===== config.mk =====
export PLATFORM = sky130hd
export DESIGN_NAME = rws_mul
export DESIGN_NICKNAME = d
export VERILOG_FILES = /design/src/rtl/rws_pkg.sv /design/src/rtl/rws_mul.sv
export SDC_FILE = /design/constraint.sdc
export NUM_CORES = 2
export LEC_CHECK = 0
export ABC_AREA = 1
export BUFFER_PORTS_ARGS = -buffer_cell sky130_fd_sc_hd__buf_2
export CAP_MARGIN = 30
export CORE_AREA = 2 2 261 263
export CTS_BUF_LIST = sky130_fd_sc_hd__clkbuf_8
export CTS_CLUSTER_SIZE = 40
export DETAILED_ROUTE_END_ITERATION = 8
export DIE_AREA = 0 0 263 265
export GPL_TIMING_DRIVEN = 0
export MAX_ROUTING_LAYER = met4
export PLACE_DENSITY = 0.87
export SYNTH_ARGS = -nofsm -noshare
export SYNTH_HDL_FRONTEND = slang
export SYNTH_SLANG_ARGS = --single-unit
export TNS_END_PERCENT = 10

===== constraint.sdc =====
create_clock -name clk -period 13.26 [get_ports clk]
set_clock_uncertainty 0.15 [all_clocks]
set_input_delay 1.989 -clock clk [delete_from_list [all_inputs] [get_ports clk]]
set_output_delay 1.989 -clock clk [all_outputs]
set_load 0.02 [all_outputs]

===== src/rtl/rws_pkg.sv =====
// ----------------------------------------------------------------------------
// rws_pkg
// Shared types, constants and helpers of the rolling window statistics block.
// ----------------------------------------------------------------------------
package rws_pkg;

  localparam int MAX_WINDOW  = 256;
  localparam int SAMPLE_BITS = 24;
  localparam int DEV_BITS    = SAMPLE_BITS - 1;
  localparam int LEN_BITS    = 9;
  localparam int N_BITS      = 9;
  localparam int SUM_BITS    = 33;
  localparam int SQ_BITS     = 55;
  localparam int MUL_BITS    = 33;
  localparam int UNIT_BITS   = 64;
  localparam int ITER_BITS   = 7;

  localparam logic [LEN_BITS-1:0] WINDOW_RESET = LEN_BITS'(20);
  localparam logic [20:0] SQRT252_Q16 = 21'd1040352;

  // iteration counts of the shared unit for each operation
  localparam logic [ITER_BITS-1:0] ITERS_ROOT   = ITER_BITS'(32);
  localparam logic [ITER_BITS-1:0] ITERS_DEV    = ITER_BITS'(32);
  localparam logic [ITER_BITS-1:0] ITERS_MEAN   = ITER_BITS'(34);
  localparam logic [ITER_BITS-1:0] ITERS_Z      = ITER_BITS'(43);
  localparam logic [ITER_BITS-1:0] ITERS_SHARPE = ITER_BITS'(46);

  localparam logic [SAMPLE_BITS-1:0] POS_MAX = {1'b0, {(SAMPLE_BITS-1){1'b1}}};
  localparam logic [SAMPLE_BITS-1:0] NEG_MIN = {1'b1, {(SAMPLE_BITS-1){1'b0}}};
  localparam logic [DEV_BITS-1:0]    DEV_MAX = {DEV_BITS{1'b1}};

  localparam int APB_ADDR_BITS = 3;
  localparam logic [APB_ADDR_BITS-1:0] ADDR_WINDOW_LENGTH = '0;

  typedef struct packed {
    logic                 start;
    logic                 sqrt_mode;
    logic [ITER_BITS-1:0] iters;
  } unit_req_t;

  typedef struct packed {
    logic busy;
    logic done;
  } unit_stat_t;

  // signed saturation of a sign and magnitude pair
  function automatic logic [SAMPLE_BITS-1:0] sat_q(input logic neg,
                                                   input logic [UNIT_BITS-1:0] mag);
    logic [UNIT_BITS-1:0] lim;
    lim = UNIT_BITS'(POS_MAX);
    if (!neg) begin
      return (mag > lim) ? POS_MAX : mag[SAMPLE_BITS-1:0];
    end
    return (mag > lim + UNIT_BITS'(1)) ? NEG_MIN : (~mag[SAMPLE_BITS-1:0] + 1'b1);
  endfunction

endpackage


===== src/rtl/rws_mul.sv =====
// ----------------------------------------------------------------------------
// rws_mul
// Shared unsigned multiplier with a registered product.
// ----------------------------------------------------------------------------
module rws_mul (
  input  logic                           clk,
  input  logic [rws_pkg::MUL_BITS-1:0]   a,
  input  logic [rws_pkg::MUL_BITS-1:0]   b,
  output logic [2*rws_pkg::MUL_BITS-1:0] prod
);

  always_ff @(posedge clk) begin
    prod <= a * b;
  end

endmodule


==> parameters.txt <==
Parameter                              Value

Run status
  Outcome ... finished clean

Cells and area
  Layout fillers ... 5964
  Area overhead of the layout relative to synthesis ... 4.60%
  Combined flip-flop and latch cell area ... 1320 um^2
  # nets final ... 6787
  Largest registers ranked by flip-flop count ... prod x66
  Leading cell types in the layout, fill and taps excluded ... sky130_fd_sc_hd__inv_1, sky130_fd_sc_hd__nand2_1, sky130_fd_sc_hd__fa_1, sky130_fd_sc_hd__ha_1, sky130_fd_sc_hd__clkbuf_1
  Proportion of layout cells with a drive suffix above 1 ... 0.0253
  Most common library cell in the layout ignoring fill and taps ... sky130_fd_sc_hd__inv_1
  Number of flip-flops in the largest register ... 66
  Top reg by flops ... prod
  Area occupied by multi-input gates ... 30400 um^2

Run
  Number of maximum-capacitance constraint violations ... 0

Setup path
  Startpoint class of the critical path ... input pin
  Crit. path cell count ... 26
  Most frequent cell on the critical path ... sky130_fd_sc_hd__fa_1
  Capturing element type of the critical path ... flip-flop
  Highest-delay cell along the critical path ... sky130_fd_sc_hd__clkbuf_1
  Data required time of the worst path ... 13.37 ns
  Maximum fanout along the worst path ... 10
  Critical setup path kind ... in -> reg
  Delay of the slowest critical-path stage ... 0.81 ns
  Critical path's top delay family ... adder cells
  Arrival time of the worst setup path ... 9.94 ns
  Critical path buffer and inverter count ... 8

Synthesis
  Yosys reg bits ... 66
  Post-Synthesis Cell Area ... 39800 um^2
  Cells taking the most area after synthesis ... sky130_fd_sc_hd__fa_1, sky130_fd_sc_hd__inv_1, sky130_fd_sc_hd__nand2_1
  Mapped Avg Cell Area ... 7.37 um^2
  Top cell type by total area after synthesis ... sky130_fd_sc_hd__fa_1
  Net count of the mapped netlist ... 6696
  Syn. warnings ... 0
  Sequential cell area fraction in the yosys report ... 0.0332
  Proportion of netlist area held by the largest area contributor ... 0.482
  Count of cell types in the netlist ... 29
  Post-synthesis cell count ... 5406

Routing
  Routed via count ... 34500
  Routed Wire Length ... 143000 um
  Post-route DRC violation count ... 0
  Routed WL per cell ... 22.4 um
  Number of detailed-routing iterations run before antenna repair ... 6
  DR iter-0 viols ... 3704
  Count of nets left with antenna violations after detail routing ... 0
  Via-to-Cell Ratio ... 5.40

Clock tree
  Clock Pin Slew Worst Setup and Hold Paths ... 0.08 ns
  CTS Root Cell ... sky130_fd_sc_hd__clkbuf_8
  Worst-case clock buffer depth ... 2
  Num CTS Buffers ... 9
  Clock net sink count ... 66
  Count of hold-fix buffers inserted at cts ... 0
  Clock tree from TritonCTS ... built
  Number of H-tree branching levels ... 3
  Resized Gates After CTS ... 0
  Number of setup buffers added after CTS ... 0

Global route
  Initial antenna violation count ... 2
  Via count of the first global-routing pass ... 34800
  Overall Global Routing Usage ... 0.435
  Overall overflow remaining after global route ... 0
  Pin count of the biggest net entering global routing ... 12
  Global-route wire length before repair ... 214000 um

Worst hold path
  Hold Startpoint ... b[0]
  Worst hold path class ... in -> reg
  Destination of the worst hold path ... prod[0]
  Worst hold path cell count ... 3

Floorplanning
  Initial Utilization ... 0.596
  Chip Width ... 263 um
  Area of the die ... 69700 um^2
  # rows ... 95
  Number of top-level pins ... 133
  Die outline height ... 265 um
  Core area ... 66800 um^2

Timing
  Transition at the pin with the smallest max-transition slack ... 1.16 ns
  Min Clock Period, post-route ... 9.83 ns
  Maximum clock rate ... 102 MHz
  Final-report hold violation count ... 0
  Total Negative Setup Slacks ... 0 ns
  Number of setup violations in the final report ... 0
  Total count of max-transition violations in the final report ... 0
  Setup repair after global routing missed its margin ... no
  Max-slew headroom ... 0.228
  Share of the clock period used by the worst path after layout ... 0.741

Placement
  Port-buffer cells ... 66
  Dpl hpwl ... 123000 um
  RePlAce Congestion ... 1.08
[kinds of logic (layout without fill, tap and decap cells)]
group	after synthesis	count (layout)	synth area share
XOR/XNOR	36	36	0.00792
buffers and inverters	2166	2262	0.204
adder cells (fa/ha/maj)	1223	1223	0.565
AND/OR/NAND/NOR	1858	1858	0.182
AO/OA/AOI/OAI	57	57	0.00804
other	0	4	0
flip-flops	66	66	0.0332
[synthesized netlist by cell type]
cell type and number:
sky130_fd_sc_hd__nand3_1 51, sky130_fd_sc_hd__nand3_2 8, sky130_fd_sc_hd__o211ai_1 1, sky130_fd_sc_hd__nor2_4 2, sky130_fd_sc_hd__and3_1 1, sky130_fd_sc_hd__nand4_1 13, sky130_fd_sc_hd__nor2_1 96, sky130_fd_sc_hd__a21oi_1 42
sky130_fd_sc_hd__nand2_1 1652, sky130_fd_sc_hd__nand2_2 5, sky130_fd_sc_hd__nor3_2 3, sky130_fd_sc_hd__o21ai_1 2, sky130_fd_sc_hd__dfxtp_1 66, sky130_fd_sc_hd__nor2_2 13, sky130_fd_sc_hd__and2_1 1, sky130_fd_sc_hd__inv_1 1892
sky130_fd_sc_hd__xnor2_1 5, sky130_fd_sc_hd__inv_2 10, sky130_fd_sc_hd__o21bai_2 2, sky130_fd_sc_hd__and3b_1 1, sky130_fd_sc_hd__nor3_4 1, sky130_fd_sc_hd__o21ai_0 2, sky130_fd_sc_hd__xor2_1 31, sky130_fd_sc_hd__ha_1 265
sky130_fd_sc_hd__nor3_1 10, sky130_fd_sc_hd__fa_1 958, sky130_fd_sc_hd__nor4_1 1, sky130_fd_sc_hd__clkbuf_1 264, sky130_fd_sc_hd__o21bai_1 8
[worst min-delay path, cell delays in order]
cell	delay (ns)
sky130_fd_sc_hd__clkbuf_1	0.19
sky130_fd_sc_hd__nand2_1	0.13
sky130_fd_sc_hd__inv_1	0.04
[routing by layer]
metal | wire length, um | GRT usage | vias up
met3 | 20400 | 0.134 | 621
met2 | 61600 | 0.639 | 2485
met1 | 49900 | 0.531 | 16600
met4 | 11200 | 0.255 | 0
met5 | 0 | - | -
li1 | - | - | 14700
[worst max-delay path by stage]
| stage | start | to | slack, ns |
|---|---|---|---|
| 2_1_floorplan | a[29] | prod[64] | 5.06 |
| 3_3_place_gp | b[18] | prod[64] | 3.09 |
| 3_5_place_dp | b[26] | prod[64] | 3.37 |
| 4_1_cts | b[26] | prod[64] | 3.73 |
| 5_1_grt | b[18] | prod[55] | 3.29 |
| 6_report | b[26] | prod[64] | 3.43 |
[metrics by stage]
step,std cells,utilization,area [um^2],setup WS [ns],hold WS [ns]
detailed placement,6353,0.619,41300,3.37,2.25
global route,6375,0.623,41600,3.29,1.89
global placement,6345,0.617,41200,3.09,2.24
CTS,6369,0.622,41600,3.73,1.87
finish,6379,0.624,41700,3.43,1.88
floorplan,5406,-,39800,5.06,2.11
[area by class of cell]
type	instances	area share
antenna	4	0.000240
clock buffer	11	0.00363
inverter	1902	0.171
clock inverter	5	0.00129
sequential	66	0.0317
timing repair buffer	80	0.0126
multi-input combinational	3174	0.729
tap	873	0.0262
buffer	264	0.0238
Power is not shown: default switching activity piles up to over one toggle a cycle in this logic, so the estimate is an artifact.
