$ cat src/rtl/rws_pkg.sv
// ----------------------------------------------------------------------------
// rws_pkg
// Shared types, constants and helpers of the rolling window statistics block.
// ----------------------------------------------------------------------------
package rws_pkg;

  localparam int MAX_WINDOW  = 256;
  localparam int SAMPLE_BITS = 24;
  localparam int DEV_BITS    = SAMPLE_BITS - 1;
  localparam int LEN_BITS    = 9;
  localparam int N_BITS      = 9;
  localparam int SUM_BITS    = 33;
  localparam int SQ_BITS     = 55;
  localparam int MUL_BITS    = 33;
  localparam int UNIT_BITS   = 64;
  localparam int ITER_BITS   = 7;

  localparam logic [LEN_BITS-1:0] WINDOW_RESET = LEN_BITS'(20);
  localparam logic [20:0] SQRT252_Q16 = 21'd1040352;

  // iteration counts of the shared unit for each operation
  localparam logic [ITER_BITS-1:0] ITERS_ROOT   = ITER_BITS'(32);
  localparam logic [ITER_BITS-1:0] ITERS_DEV    = ITER_BITS'(32);
  localparam logic [ITER_BITS-1:0] ITERS_MEAN   = ITER_BITS'(34);
  localparam logic [ITER_BITS-1:0] ITERS_Z      = ITER_BITS'(43);
  localparam logic [ITER_BITS-1:0] ITERS_SHARPE = ITER_BITS'(46);

  localparam logic [SAMPLE_BITS-1:0] POS_MAX = {1'b0, {(SAMPLE_BITS-1){1'b1}}};
  localparam logic [SAMPLE_BITS-1:0] NEG_MIN = {1'b1, {(SAMPLE_BITS-1){1'b0}}};
  localparam logic [DEV_BITS-1:0]    DEV_MAX = {DEV_BITS{1'b1}};

  localparam int APB_ADDR_BITS = 3;
  localparam logic [APB_ADDR_BITS-1:0] ADDR_WINDOW_LENGTH = '0;

  typedef struct packed {
    logic                 start;
    logic                 sqrt_mode;
    logic [ITER_BITS-1:0] iters;
  } unit_req_t;

  typedef struct packed {
    logic busy;
    logic done;
  } unit_stat_t;

  // signed saturation of a sign and magnitude pair
  function automatic logic [SAMPLE_BITS-1:0] sat_q(input logic neg,
                                                   input logic [UNIT_BITS-1:0] mag);
    logic [UNIT_BITS-1:0] lim;
    lim = UNIT_BITS'(POS_MAX);
    if (!neg) begin
      return (mag > lim) ? POS_MAX : mag[SAMPLE_BITS-1:0];
    end
    return (mag > lim + UNIT_BITS'(1)) ? NEG_MIN : (~mag[SAMPLE_BITS-1:0] + 1'b1);
  endfunction

endpackage

$ cat src/rtl/rws_divsqrt.sv
// ----------------------------------------------------------------------------
// rws_divsqrt
// Iterative restoring divider and square root, one result bit per cycle.
// ----------------------------------------------------------------------------
module rws_divsqrt (
  input  logic                            clk,
  input  logic                            rst,
  input  rws_pkg::unit_req_t              req,
  input  logic [rws_pkg::UNIT_BITS-1:0]   a,
  input  logic [rws_pkg::UNIT_BITS-1:0]   b,
  output rws_pkg::unit_stat_t             stat,
  output logic [rws_pkg::UNIT_BITS-1:0]   result
);

  localparam int UB = rws_pkg::UNIT_BITS;
  localparam int IB = rws_pkg::ITER_BITS;

  logic          busy;
  logic          done;
  logic          sqrt_mode;
  logic [IB-1:0] cnt;
  logic [UB-1:0] rem;
  logic [UB-1:0] src;
  logic [UB-1:0] res;
  logic [UB-1:0] dsr;
  logic [UB+1:0] lhs;
  logic [UB+1:0] rhs;
  logic [UB+1:0] diff;
  logic          ge;

  // one shared compare and subtract for both operations
  always_comb begin
    if (sqrt_mode) begin
      lhs = {rem, src[UB-1:UB-2]};
      rhs = {res, 2'b01};
    end else begin
      lhs = {1'b0, rem, src[UB-1]};
      rhs = {2'b00, dsr};
    end
    diff = lhs - rhs;
    ge   = (lhs >= rhs);
  end

  always_ff @(posedge clk) begin
    if (rst) begin
      busy <= 1'b0;
      done <= 1'b0;
    end else begin
      done <= 1'b0;
      if (req.start) begin
        busy      <= 1'b1;
        sqrt_mode <= req.sqrt_mode;
        cnt       <= req.iters;
        rem       <= '0;
        res       <= '0;
        dsr       <= b;
        src       <= req.sqrt_mode ? a : (a << (IB'(UB) - req.iters));
      end else if (busy) begin
        rem <= ge ? diff[UB-1:0] : lhs[UB-1:0];
        res <= {res[UB-2:0], ge};
        src <= sqrt_mode ? (src << 2) : (src << 1);
        cnt <= cnt - 1'b1;
        if (cnt == IB'(1)) begin
          busy <= 1'b0;
          done <= 1'b1;
        end
      end
    end
  end

  assign stat.busy = busy;
  assign stat.done = done;
  assign result    = res;

`ifndef SYNTHESIS
  a_start_idle : assert property (@(posedge clk) disable iff (rst)
    req.start |-> !busy) else $error("unit started while busy");
  a_done_after_busy : assert property (@(posedge clk) disable iff (rst)
    done |-> $past(busy) && !busy) else $error("done without a finished run");
`endif

endmodule

$ cat config.mk
export PLATFORM = sky130hd
export DESIGN_NAME = rws_divsqrt
export DESIGN_NICKNAME = d
export VERILOG_FILES = /design/src/rtl/rws_pkg.sv /design/src/rtl/rws_divsqrt.sv
export SDC_FILE = /design/constraint.sdc
export NUM_CORES = 1
export LEC_CHECK = 0
export ABC_AREA = 1
export BUFFER_PORTS_ARGS = -buffer_cell sky130_fd_sc_hd__clkbuf_2
export CORE_MARGIN = 2
export CORE_UTILIZATION = 44
export CTS_BUF_LIST = sky130_fd_sc_hd__clkbuf_16
export CTS_CLUSTER_SIZE = 8
export DETAILED_ROUTE_END_ITERATION = 12
export GPL_TIMING_DRIVEN = 1
export PLACE_DENSITY = 0.67
export REMOVE_ABC_BUFFERS = 1
export SLEW_MARGIN = 20
export SYNTH_ARGS = -nofsm -noshare
export SYNTH_HDL_FRONTEND = slang
export SYNTH_SLANG_ARGS = --single-unit
$ cat constraint.sdc
create_clock -name clk -period 11 [get_ports clk]
set_input_delay 0.55 -clock clk [delete_from_list [all_inputs] [get_ports clk]]
set_output_delay 0.55 -clock clk [all_outputs]
set_load 0.02 [all_outputs]
==> report_table.html, run 1 <==
<table>
<tr><th>Metric</th><th>Value</th></tr>
<tr><th colspan="2">Yosys</th></tr>
<tr><td>Most instantiated flip-flop cell in the synthesis netlist</td><td>sky130_fd_sc_hd__edfxtp_1</td></tr>
<tr><td>Yosys Warn Count</td><td>0</td></tr>
<tr><td>Share of the synthesized area in the top cell type</td><td>33.7%</td></tr>
<tr><td>Number of distinct library cell variants in the gate-level netlist after synthesis</td><td>40</td></tr>
<tr><td>Most frequent cells after synthesis</td><td>sky130_fd_sc_hd__nand2_1 (1368), sky130_fd_sc_hd__inv_1 (558), sky130_fd_sc_hd__nand3_1 (429)</td></tr>
<tr><td>Count leader, synth</td><td>sky130_fd_sc_hd__nand2_1</td></tr>
<tr><td>Gate count after technology mapping</td><td>3758</td></tr>
<tr><td>Largest cells by area after synthesis</td><td>sky130_fd_sc_hd__edfxtp_1 (34%), sky130_fd_sc_hd__nand2_1 (22%), sky130_fd_sc_hd__nand3_1 (9.1%), sky130_fd_sc_hd__inv_1 (8.9%), sky130_fd_sc_hd__o21ai_0 (5.0%)</td></tr>
<tr><td>Fraction of the yosys area taken by sequential cells</td><td>33.8%</td></tr>
<tr><td>Flip-flop and latch count after synthesis</td><td>266</td></tr>
<tr><td>Number of enable flip-flop cells after synthesis</td><td>264</td></tr>
<tr><td>Ys async rst share</td><td>0%</td></tr>
<tr><td>Post-synthesis cell type with the largest combined area</td><td>sky130_fd_sc_hd__edfxtp_1</td></tr>
<tr><td>Synthesized area divided by synthesized cell count</td><td>6.27 sq um</td></tr>
<tr><td>Post-synthesis instance area</td><td>0.0236 sq mm</td></tr>
<tr><th colspan="2">Timing</th></tr>
<tr><td>Final critical path time including I/O delays and setup</td><td>5.09 ns</td></tr>
<tr><td>Final setup violation count</td><td>0</td></tr>
<tr><td>Number of failing hold endpoints at the final stage</td><td>0</td></tr>
<tr><td>Final setup skew</td><td>0.0220 ns</td></tr>
<tr><td>Worst Tran Pin Value</td><td>1.11 ns</td></tr>
<tr><td>RSZ-0062 raised after global routing</td><td>false</td></tr>
<tr><td>Worst slew margin relative to its limit</td><td>26.2%</td></tr>
<tr><td>Final period utilization</td><td>46.3%</td></tr>
<tr><td>Highest achievable clock rate</td><td>197 MHz</td></tr>
<tr><td>Slew Viols, Final</td><td>0</td></tr>
<tr><td>Total Neg Setup Slack</td><td>0 ns</td></tr>
<tr><th colspan="2">Power</th></tr>
<tr><td>Internal power contribution</td><td>2.34 mW</td></tr>
<tr><td>Switching portion of total power</td><td>38.8%</td></tr>
<tr><td>Leakage power of the design</td><td>13.4 nW</td></tr>
<tr><td>Clk network pwr share</td><td>28.9%</td></tr>
<tr><td>Net switching power figure</td><td>1.49 mW</td></tr>
<tr><td>Combinational Power Share</td><td>38.1%</td></tr>
<tr><td>Maximum VDD drop</td><td>0.0897 mV</td></tr>
<tr><td>Proportion of power drawn by flip-flops and latches</td><td>33.0%</td></tr>
<tr><td>Overall power after layout</td><td>3.83 mW</td></tr>
<tr><td>Power density normalized to cell area</td><td>147 mW/mm^2</td></tr>
<tr><th colspan="2">Worst hold path</th></tr>
<tr><td>Type of the most critical hold path</td><td>in2reg</td></tr>
<tr><th colspan="2">Detailed routing</th></tr>
<tr><td>DR vias</td><td>24.0k</td></tr>
<tr><td>Number of remaining DRC errors</td><td>0</td></tr>
<tr><td>DR WL met3</td><td>4980 um</td></tr>
<tr><td>Antenna-violating nets left</td><td>0</td></tr>
<tr><td>Via-to-Cell Ratio</td><td>5.26</td></tr>
<tr><td>Detailed Route WL</td><td>78100 um</td></tr>
<tr><td>Routed met1 length</td><td>34800 um</td></tr>
<tr><td>Length of the first detailed-routing pass in iterations</td><td>8</td></tr>
<tr><td>Initial drt markers</td><td>2359</td></tr>
<tr><td>Sum of met2 wire segment lengths after detailed routing</td><td>35000 um</td></tr>
<tr><td>Highest routing layer actually used</td><td>met4</td></tr>
<tr><td>Wire length per cell after detailed routing</td><td>17.1 um</td></tr>
<tr><th colspan="2">Clocking</th></tr>
<tr><td>Number of hold-repair buffers added at the cts stage</td><td>0</td></tr>
<tr><td>Clock Tree Buf Depth</td><td>3</td></tr>
<tr><td>Clock Sink Count</td><td>266</td></tr>
<tr><td>CTS Buf Count</td><td>39</td></tr>
<tr><td>Number of gates given a new drive strength after cts</td><td>0</td></tr>
<tr><td>Clock root buffer master</td><td>sky130_fd_sc_hd__clkbuf_16</td></tr>
<tr><td>Worst skew pair latency</td><td>0.56 ns</td></tr>
<tr><td>Maximum level of the CTS H-tree</td><td>2</td></tr>
<tr><td>TritonCTS clock tree</td><td>built</td></tr>
<tr><td>Post-CTS setup buffer count</td><td>0</td></tr>
<tr><td>Clock slew at reported path FFs</td><td>0.05 ns</td></tr>
<tr><th colspan="2">Floorplan</th></tr>
<tr><td>Die footprint</td><td>0.0554 sq mm</td></tr>
<tr><td>Height of the die</td><td>235 um</td></tr>
<tr><td>Die width</td><td>235 um</td></tr>
<tr><td>Placeable Area</td><td>0.0528 sq mm</td></tr>
<tr><td>Initial core utilization</td><td>44.6%</td></tr>
<tr><td>Number of cell rows</td><td>84</td></tr>
<tr><td>Num ports</td><td>205</td></tr>
<tr><th colspan="2">Global route</th></tr>
<tr><td>Remaining Overflow, GRT</td><td>0</td></tr>
<tr><td>Via count of the first global-routing pass</td><td>22.4k</td></tr>
<tr><td>Global-route usage over all layers</td><td>27.8%</td></tr>
<tr><td>Antenna violations before repair</td><td>0</td></tr>
<tr><td>Maximum number of pins on one net before global-route repair</td><td>265</td></tr>
<tr><td>Wire length of the first global-routing pass</td><td>123000 um</td></tr>
<tr><th colspan="2">Critical path</th></tr>
<tr><td>Most repeated library cell on the critical path</td><td>sky130_fd_sc_hd__nor2_1</td></tr>
<tr><td>Buffers plus inverters on the worst setup path</td><td>6</td></tr>
<tr><td>Slowest library cell on the worst path</td><td>sky130_fd_sc_hd__buf_12</td></tr>
<tr><td>Internal reg-to-reg setup slack</td><td>5.91 ns</td></tr>
<tr><td>Delay-heaviest family, CP</td><td>simple AND/OR/NAND/NOR gates</td></tr>
<tr><td>Element type at the critical path end</td><td>register</td></tr>
<tr><td>Kind of start point of the critical path</td><td>register</td></tr>
<tr><td>Max Fanout on Critical Path</td><td>264</td></tr>
<tr><td>Crit path DAT</td><td>5.38 ns</td></tr>
<tr><td>Critical path class</td><td>reg2reg</td></tr>
<tr><td>Worst-path cell chain</td><td>buf_12, inv_2, or2_2, o21ai_0, inv_1, ha_1, nand2_1, nor2_1, nand2_1, nor2_1, nand2_1, nor2_1, nor2_1, inv_2, nor2_4, nand2_4, inv_2, buf_4, nor2_2, nor2_1</td></tr>
<tr><td>Data required time at the worst endpoint</td><td>11.30 ns</td></tr>
<tr><td>Critical path's largest stage delay</td><td>0.69 ns</td></tr>
<tr><th colspan="2">Final layout</th></tr>
<tr><td>Fill cell total of the finished layout</td><td>5626</td></tr>
<tr><td>NumNets Final</td><td>4058</td></tr>
<tr><td>Area growth from synthesis to layout</td><td>10.5%</td></tr>
<tr><td>ANT cells</td><td>0</td></tr>
<tr><td>Share of post-route cells with drive strength above 1</td><td>9.57%</td></tr>
<tr><td>Final design utilization</td><td>49.3%</td></tr>
<tr><th colspan="2">Run status</th></tr>
<tr><td>Result of the run</td><td>finished, final reports clean</td></tr>
<tr><th colspan="2">Place</th></tr>
<tr><td>Post-detailed-placement half-perimeter wirelength</td><td>58400 um</td></tr>
<tr><td>Final estimated routing congestion in global placement</td><td>1.02</td></tr>
<tr><td>Total of buffers placed on input and output ports</td><td>204</td></tr>
<tr><th colspan="2">Run</th></tr>
<tr><td>MaxCap Viol Count</td><td>0</td></tr>
</table>
==> placed cells by master, fill, tap and decap left out, drive strengths merged, types with 10 or more instances in the layout <==
cell    count
clkbuf    242
buf        23
inv       584
nand2    1371
nor3       10
a22oi      15
o211ai     62
nand4      15
xor2       32
a21oi      86
nor2      325
nand3     430
or2        54
ha         69
o21ai     250
edfxtp    264
==> power by group through the flow <==
stage	logic [mW]	registers (mW)	clock network, mW
finish	1.46	1.26	1.11
detailed placement	1.44	1.28	0
CTS	1.45	1.26	1.13
floorplan	0.987	1.31	0
global placement	1.44	1.28	0
global route	1.64	1.27	1.17
==> state kept, by name, indices dropped and copies added, names as in the netlist <==
register	flops
sqrt_mode	1
busy	1
result	64
done	1
src	64
dsr	64
cnt	7
rem	64
==> cell type report <==
type,count,area (sq um),share of cell area [%]
clock buffer,40,1000,3.84
timing repair buffer,225,1200,4.61
tap,688,861,3.31
inverter,571,2150,8.24
clock inverter,19,115,0.442
multi-input combinational,2746,12700,49.0
sequential,266,7970,30.6
==> worst register-to-register path, cell delays in order (launching register included) <==
cell and delay (ns):
sky130_fd_sc_hd__edfxtp_1 0.37, sky130_fd_sc_hd__buf_12 0.69, sky130_fd_sc_hd__inv_2 0.63, sky130_fd_sc_hd__or2_2 0.49, sky130_fd_sc_hd__o21ai_0 0.10, sky130_fd_sc_hd__inv_1 0.07
sky130_fd_sc_hd__ha_1 0.38, sky130_fd_sc_hd__nand2_1 0.12, sky130_fd_sc_hd__nor2_1 0.25, sky130_fd_sc_hd__nand2_1 0.16, sky130_fd_sc_hd__nor2_1 0.17, sky130_fd_sc_hd__nand2_1 0.09
sky130_fd_sc_hd__nor2_1 0.14, sky130_fd_sc_hd__nor2_1 0.06, sky130_fd_sc_hd__inv_2 0.06, sky130_fd_sc_hd__nor2_4 0.04, sky130_fd_sc_hd__nand2_4 0.28, sky130_fd_sc_hd__inv_2 0.09
sky130_fd_sc_hd__buf_4 0.28, sky130_fd_sc_hd__nor2_2 0.29, sky130_fd_sc_hd__nor2_1 0.05
==> per-stage QoR <==
step	area, sq um	setup WS, ns	hold WS, ns	cells
2_1_floorplan	22800	-0.908	0.531	3583
3_3_place_gp	24900	5.99	0.512	4496
3_5_place_dp	24900	5.89	0.525	4496
4_1_cts	26000	5.88	0.141	4555
5_1_grt	26000	5.40	0.153	4555
6_report	26000	5.91	0.164	4555
==> cells by family (layout without fill, tap and decap cells) <==
logic type / after synthesis / after routing / synth area share, %
flops: 266 / 266 / 33.8
fa+ha+maj: 70 / 70 / 3.75
xor+xnor: 35 / 35 / 1.33
buf+inv: 746 / 855 / 12.2
simple gates: 2224 / 2224 / 39.2
compound gates: 417 / 417 / 9.72
==> per-layer routing <==
layer	global-route usage, %	vias up
li1	-	12100
met1	37.7	10900
met2	44.8	831
met3	3.62	145
met4	11.4	0
met5	0	-
==> path summary, 6_finish.rpt <==
path	start	end	depth (start not counted)
worst max-delay path	sqrt_mode	rem[31]	20
worst min-delay path	b[52]	dsr[52]	1
worst max register to register	sqrt_mode	rem[31]	20
worst min register to register	busy	done	2
Power figures use the tool's default switching activity.
==> inputs of run 2 (changes only) <==
--- a/config.mk
+++ b/config.mk
@@ -5,7 +5,7 @@
 export SDC_FILE = /design/constraint.sdc
 export NUM_CORES = 1
 export LEC_CHECK = 0
-export ABC_AREA = 1
+export ABC_AREA = 0
 export BUFFER_PORTS_ARGS = -buffer_cell sky130_fd_sc_hd__clkbuf_2
 export CORE_MARGIN = 2
 export CORE_UTILIZATION = 44
@@ -13,7 +13,7 @@
 export CTS_CLUSTER_SIZE = 8
 export DETAILED_ROUTE_END_ITERATION = 12
 export GPL_TIMING_DRIVEN = 1
-export PLACE_DENSITY = 0.67
+export PLACE_DENSITY = 0.65
 export REMOVE_ABC_BUFFERS = 1
 export SLEW_MARGIN = 20
 export SYNTH_ARGS = -nofsm -noshare
==> constraint.sdc (replaced) <==
create_clock -name clk -period 5 [get_ports clk]
set_input_delay 0.25 -clock clk [delete_from_list [all_inputs] [get_ports clk]]
set_output_delay 0.25 -clock clk [all_outputs]
set_load 0.02 [all_outputs]
==> run 2 against run 1 <==
  * Routed wire length shrank 24%
  * Non-clock buffer count grew 81
  * Clock skew grew 0.013 ns
  * Final area shrank 10%
  * Critical path type unchanged
==> report_table.html, run 2 <==
<table>
<tr><th>Metric</th><th>Value</th></tr>
<tr><th colspan="2">Yosys</th></tr>
<tr><td>Largest cells by area after synthesis</td><td>sky130_fd_sc_hd__edfxtp_1 (39%), sky130_fd_sc_hd__mux2i_1 (7.1%), sky130_fd_sc_hd__nand2_1 (6.3%), sky130_fd_sc_hd__mux4_2 (4.9%), sky130_fd_sc_hd__a21oi_1 (4.7%)</td></tr>
<tr><td>Adder and majority gate portion of the synthesized area</td><td>4.39%</td></tr>
<tr><td>Count leader, synth</td><td>sky130_fd_sc_hd__nand2_1</td></tr>
<tr><td>Xor/xnor share of the synthesized area</td><td>2.92%</td></tr>
<tr><td>Post-synthesis cell type with the largest combined area</td><td>sky130_fd_sc_hd__edfxtp_1</td></tr>
<tr><td>Yosys Warn Count</td><td>0</td></tr>
<tr><td>Post-synthesis instance area</td><td>0.0201 sq mm</td></tr>
<tr><td>Most frequent cells after synthesis</td><td>sky130_fd_sc_hd__nand2_1 (338), sky130_fd_sc_hd__edfxtp_1 (264), sky130_fd_sc_hd__a21oi_1 (190)</td></tr>
<tr><td>Flip-flop and latch count after synthesis</td><td>266</td></tr>
<tr><td>Gate count after technology mapping</td><td>2069</td></tr>
<tr><td>Synthesized-area fraction occupied by ao, oa, aoi and oai cells</td><td>18.7%</td></tr>
<tr><td>Synthesized area divided by synthesized cell count</td><td>9.72 sq um</td></tr>
<tr><td>Number of enable flip-flop cells after synthesis</td><td>264</td></tr>
<tr><td>Most instantiated flip-flop cell in the synthesis netlist</td><td>sky130_fd_sc_hd__edfxtp_1</td></tr>
<tr><td>Mux cell area share after synthesis</td><td>15.9%</td></tr>
<tr><td>Share of the synthesized area in the top cell type</td><td>39.4%</td></tr>
<tr><td>Combinational family with the most area after synthesis</td><td>compound AO/OA/AOI/OAI gates</td></tr>
<tr><td>Share of synthesized cell area in and, or, nand and nor gates</td><td>14.7%</td></tr>
<tr><td>Number of distinct library cell variants in the gate-level netlist after synthesis</td><td>75</td></tr>
<tr><td>Fraction of the yosys area taken by sequential cells</td><td>39.6%</td></tr>
<tr><td>Ys async rst share</td><td>0%</td></tr>
<tr><th colspan="2">Worst hold path</th></tr>
<tr><td>Type of the most critical hold path</td><td>in2reg</td></tr>
<tr><th colspan="2">Clocking</th></tr>
<tr><td>Clock Tree Buf Depth</td><td>3</td></tr>
<tr><td>Number of hold-repair buffers added at the cts stage</td><td>65</td></tr>
<tr><td>Clock slew at reported path FFs</td><td>0.06 ns</td></tr>
<tr><td>Maximum level of the CTS H-tree</td><td>2</td></tr>
<tr><td>Clock root buffer master</td><td>sky130_fd_sc_hd__clkbuf_16</td></tr>
<tr><td>Clock Sink Count</td><td>266</td></tr>
<tr><td>Worst skew pair latency</td><td>0.56 ns</td></tr>
<tr><td>TritonCTS clock tree</td><td>built</td></tr>
<tr><td>CTS Buf Count</td><td>39</td></tr>
<tr><td>Number of gates given a new drive strength after cts</td><td>0</td></tr>
<tr><td>Post-CTS setup buffer count</td><td>0</td></tr>
<tr><th colspan="2">Global route</th></tr>
<tr><td>Global-route usage over all layers</td><td>24.8%</td></tr>
<tr><td>Via count of the first global-routing pass</td><td>16.4k</td></tr>
<tr><td>Maximum number of pins on one net before global-route repair</td><td>116</td></tr>
<tr><td>Wire length of the first global-routing pass</td><td>92900 um</td></tr>
<tr><td>Antenna violations before repair</td><td>0</td></tr>
<tr><td>Remaining Overflow, GRT</td><td>0</td></tr>
<tr><th colspan="2">Critical path</th></tr>
<tr><td>Element type at the critical path end</td><td>register</td></tr>
<tr><td>Critical path class</td><td>reg2reg</td></tr>
<tr><td>Kind of start point of the critical path</td><td>register</td></tr>
<tr><td>Max Fanout on Critical Path</td><td>52</td></tr>
<tr><td>Crit path DAT</td><td>4.82 ns</td></tr>
<tr><td>Data required time at the worst endpoint</td><td>5.27 ns</td></tr>
<tr><th colspan="2">Detailed routing</th></tr>
<tr><td>Via-to-Cell Ratio</td><td>5.97</td></tr>
<tr><td>Initial drt markers</td><td>1883</td></tr>
<tr><td>Detailed Route WL</td><td>59600 um</td></tr>
<tr><td>Length of the first detailed-routing pass in iterations</td><td>6</td></tr>
<tr><td>DR vias</td><td>17.1k</td></tr>
<tr><td>Number of remaining DRC errors</td><td>0</td></tr>
<tr><td>Antenna-violating nets left</td><td>0</td></tr>
<tr><td>Wire length per cell after detailed routing</td><td>20.7 um</td></tr>
<tr><th colspan="2">Timing</th></tr>
<tr><td>Total Neg Setup Slack</td><td>0 ns</td></tr>
<tr><td>Final setup violation count</td><td>0</td></tr>
<tr><td>Slew Viols, Final</td><td>0</td></tr>
<tr><td>Final critical path time including I/O delays and setup</td><td>4.55 ns</td></tr>
<tr><td>Worst slew margin relative to its limit</td><td>34.2%</td></tr>
<tr><td>Worst Tran Pin Value</td><td>0.988 ns</td></tr>
<tr><td>Number of failing hold endpoints at the final stage</td><td>0</td></tr>
<tr><td>Final period utilization</td><td>91.0%</td></tr>
<tr><td>Highest achievable clock rate</td><td>220 MHz</td></tr>
<tr><td>RSZ-0062 raised after global routing</td><td>false</td></tr>
<tr><td>Setup slack after layout</td><td>0.450 ns</td></tr>
<tr><td>Final setup skew</td><td>0.0350 ns</td></tr>
<tr><th colspan="2">Final layout</th></tr>
<tr><td>Final design utilization</td><td>51.6%</td></tr>
<tr><td>NumNets Final</td><td>2470</td></tr>
<tr><td>Share of post-route cells with drive strength above 1</td><td>19.1%</td></tr>
<tr><td>Area growth from synthesis to layout</td><td>16.3%</td></tr>
<tr><td>ANT cells</td><td>0</td></tr>
<tr><td>Commonest cells after routing, fill and taps aside</td><td>sky130_fd_sc_hd__nand2_1 (338), sky130_fd_sc_hd__edfxtp_1 (264), sky130_fd_sc_hd__clkbuf_2 (202), sky130_fd_sc_hd__a21oi_1 (190), sky130_fd_sc_hd__mux2i_1 (142)</td></tr>
<tr><td>Fill cell total of the finished layout</td><td>4162</td></tr>
<tr><td>Finished Cell Area</td><td>0.0234 sq mm</td></tr>
<tr><td>Most frequent standard cell in the layout excluding fill and tap cells</td><td>sky130_fd_sc_hd__nand2_1</td></tr>
<tr><th colspan="2">Place</th></tr>
<tr><td>Place WS</td><td>0.600 ns</td></tr>
<tr><td>Final estimated routing congestion in global placement</td><td>0.942</td></tr>
<tr><td>Area of placed instances</td><td>0.0217 sq mm</td></tr>
<tr><td>Total of buffers placed on input and output ports</td><td>204</td></tr>
<tr><td>Post-detailed-placement half-perimeter wirelength</td><td>42800 um</td></tr>
<tr><th colspan="2">Power</th></tr>
<tr><td>Power density normalized to cell area</td><td>347 mW/mm^2</td></tr>
<tr><td>Leakage power of the design</td><td>9.13 nW</td></tr>
<tr><td>Maximum VDD drop</td><td>0.267 mV</td></tr>
<tr><th colspan="2">Floorplan</th></tr>
<tr><td>Num ports</td><td>205</td></tr>
<tr><td>Die width</td><td>218 um</td></tr>
<tr><td>Height of the die</td><td>218 um</td></tr>
<tr><td>Die footprint</td><td>0.0474 sq mm</td></tr>
<tr><td>Placeable Area</td><td>0.0453 sq mm</td></tr>
<tr><td>Number of cell rows</td><td>78</td></tr>
<tr><td>Initial core utilization</td><td>44.4%</td></tr>
<tr><th colspan="2">Run status</th></tr>
<tr><td>Result of the run</td><td>finished, final reports clean</td></tr>
<tr><th colspan="2">Run</th></tr>
<tr><td>MaxCap Viol Count</td><td>0</td></tr>
</table>
run 2: cell count changes in the layout (fill, tap and decap cells not counted), moves of 65 or more:
cell / previous run / this run
sky130_fd_sc_hd__a21oi_1: 85 / 190
sky130_fd_sc_hd__nand2_1: 1367 / 338
sky130_fd_sc_hd__o21ai_0: 234 / 129
sky130_fd_sc_hd__dlygate4sd3_1: 0 / 65
sky130_fd_sc_hd__mux2i_1: 0 / 142
sky130_fd_sc_hd__nor2b_1: 0 / 103
sky130_fd_sc_hd__inv_1: 572 / 34
sky130_fd_sc_hd__nor2_1: 299 / 81
sky130_fd_sc_hd__nand3_1: 429 / 32
sky130_fd_sc_hd__mux2_2: 0 / 70
run 2: layout make-up:
type                            count  area (sq um)  area share, %
Multi-Input combinational cell   1622         11500           49.1
Sequential cell                   266          7970           34.1
Timing Repair Buffer              306          2030           8.67
Clock buffer                       39           976           4.17
Tap cell                          600           751           3.21
Inverter                           26          97.6          0.417
Clock inverter                     13          70.1          0.300
run 2: worst max-delay path: stages (launching register included):
cell and delay [ns]:
sky130_fd_sc_hd__edfxtp_1 0.56, sky130_fd_sc_hd__buf_12 0.33, sky130_fd_sc_hd__mux2_2 0.39, sky130_fd_sc_hd__ha_1 0.36
sky130_fd_sc_hd__a21oi_1 0.22, sky130_fd_sc_hd__o21ai_0 0.22, sky130_fd_sc_hd__a21oi_1 0.35, sky130_fd_sc_hd__o21a_1 0.16
sky130_fd_sc_hd__o21ai_0 0.09, sky130_fd_sc_hd__a211oi_2 0.26, sky130_fd_sc_hd__o31a_1 0.62, sky130_fd_sc_hd__or4_1 0.20
sky130_fd_sc_hd__o21ai_0 0.07, sky130_fd_sc_hd__or3b_1 0.37
run 2: logic make-up (layout without fill, tap and decap cells):
logic type / Yosys count / in the layout
AND/OR/NAND/NOR: 647 / 647
AO/OA/AOI/OAI: 582 / 582
flip-flops: 266 / 266
multiplexers: 256 / 256
buffers and inverters: 181 / 384
adder cells (fa/ha/maj): 70 / 70
XOR/XNOR: 67 / 67
run 2: routing by layer:
layer	vias up	GRT usage, %	wire, um
met5	-	0	0
met4	0	6.69	1180
met3	72	3.78	4200
met2	660	37.2	26300
met1	8212	37.0	27900
li1	8205	-	-
run 2: worst paths after layout:
path                                start  slack (ns)  depth (start not counted)       to
worst min-delay path               req[5]        0.03                          3   cnt[5]
worst min register to register       busy        0.52                          1     done
worst max-delay path            sqrt_mode        0.45                         13  rem[45]
worst max register to register  sqrt_mode        0.45                         13  rem[45]
run 2: through the flow:
step           std cells  hold slack, ns  power [mW]
6_report            2872          0.0303        8.12
5_1_grt             2872          0.0497        8.56
4_1_cts             2871         0.00632        8.13
3_5_place_dp        2754           0.429        5.73
3_3_place_gp        2754           0.428        5.71
2_1_floorplan       1914           0.328        4.94
run 2: power by group:
group / leakage, nW / internal (mW) / switching (mW)
Clock: 0.546 / 1.38 / 0.940
Combinational: 6.02 / 1.15 / 1.83
Sequential: 2.56 / 2.72 / 0.0966
Total: 9.13 / 5.25 / 2.87
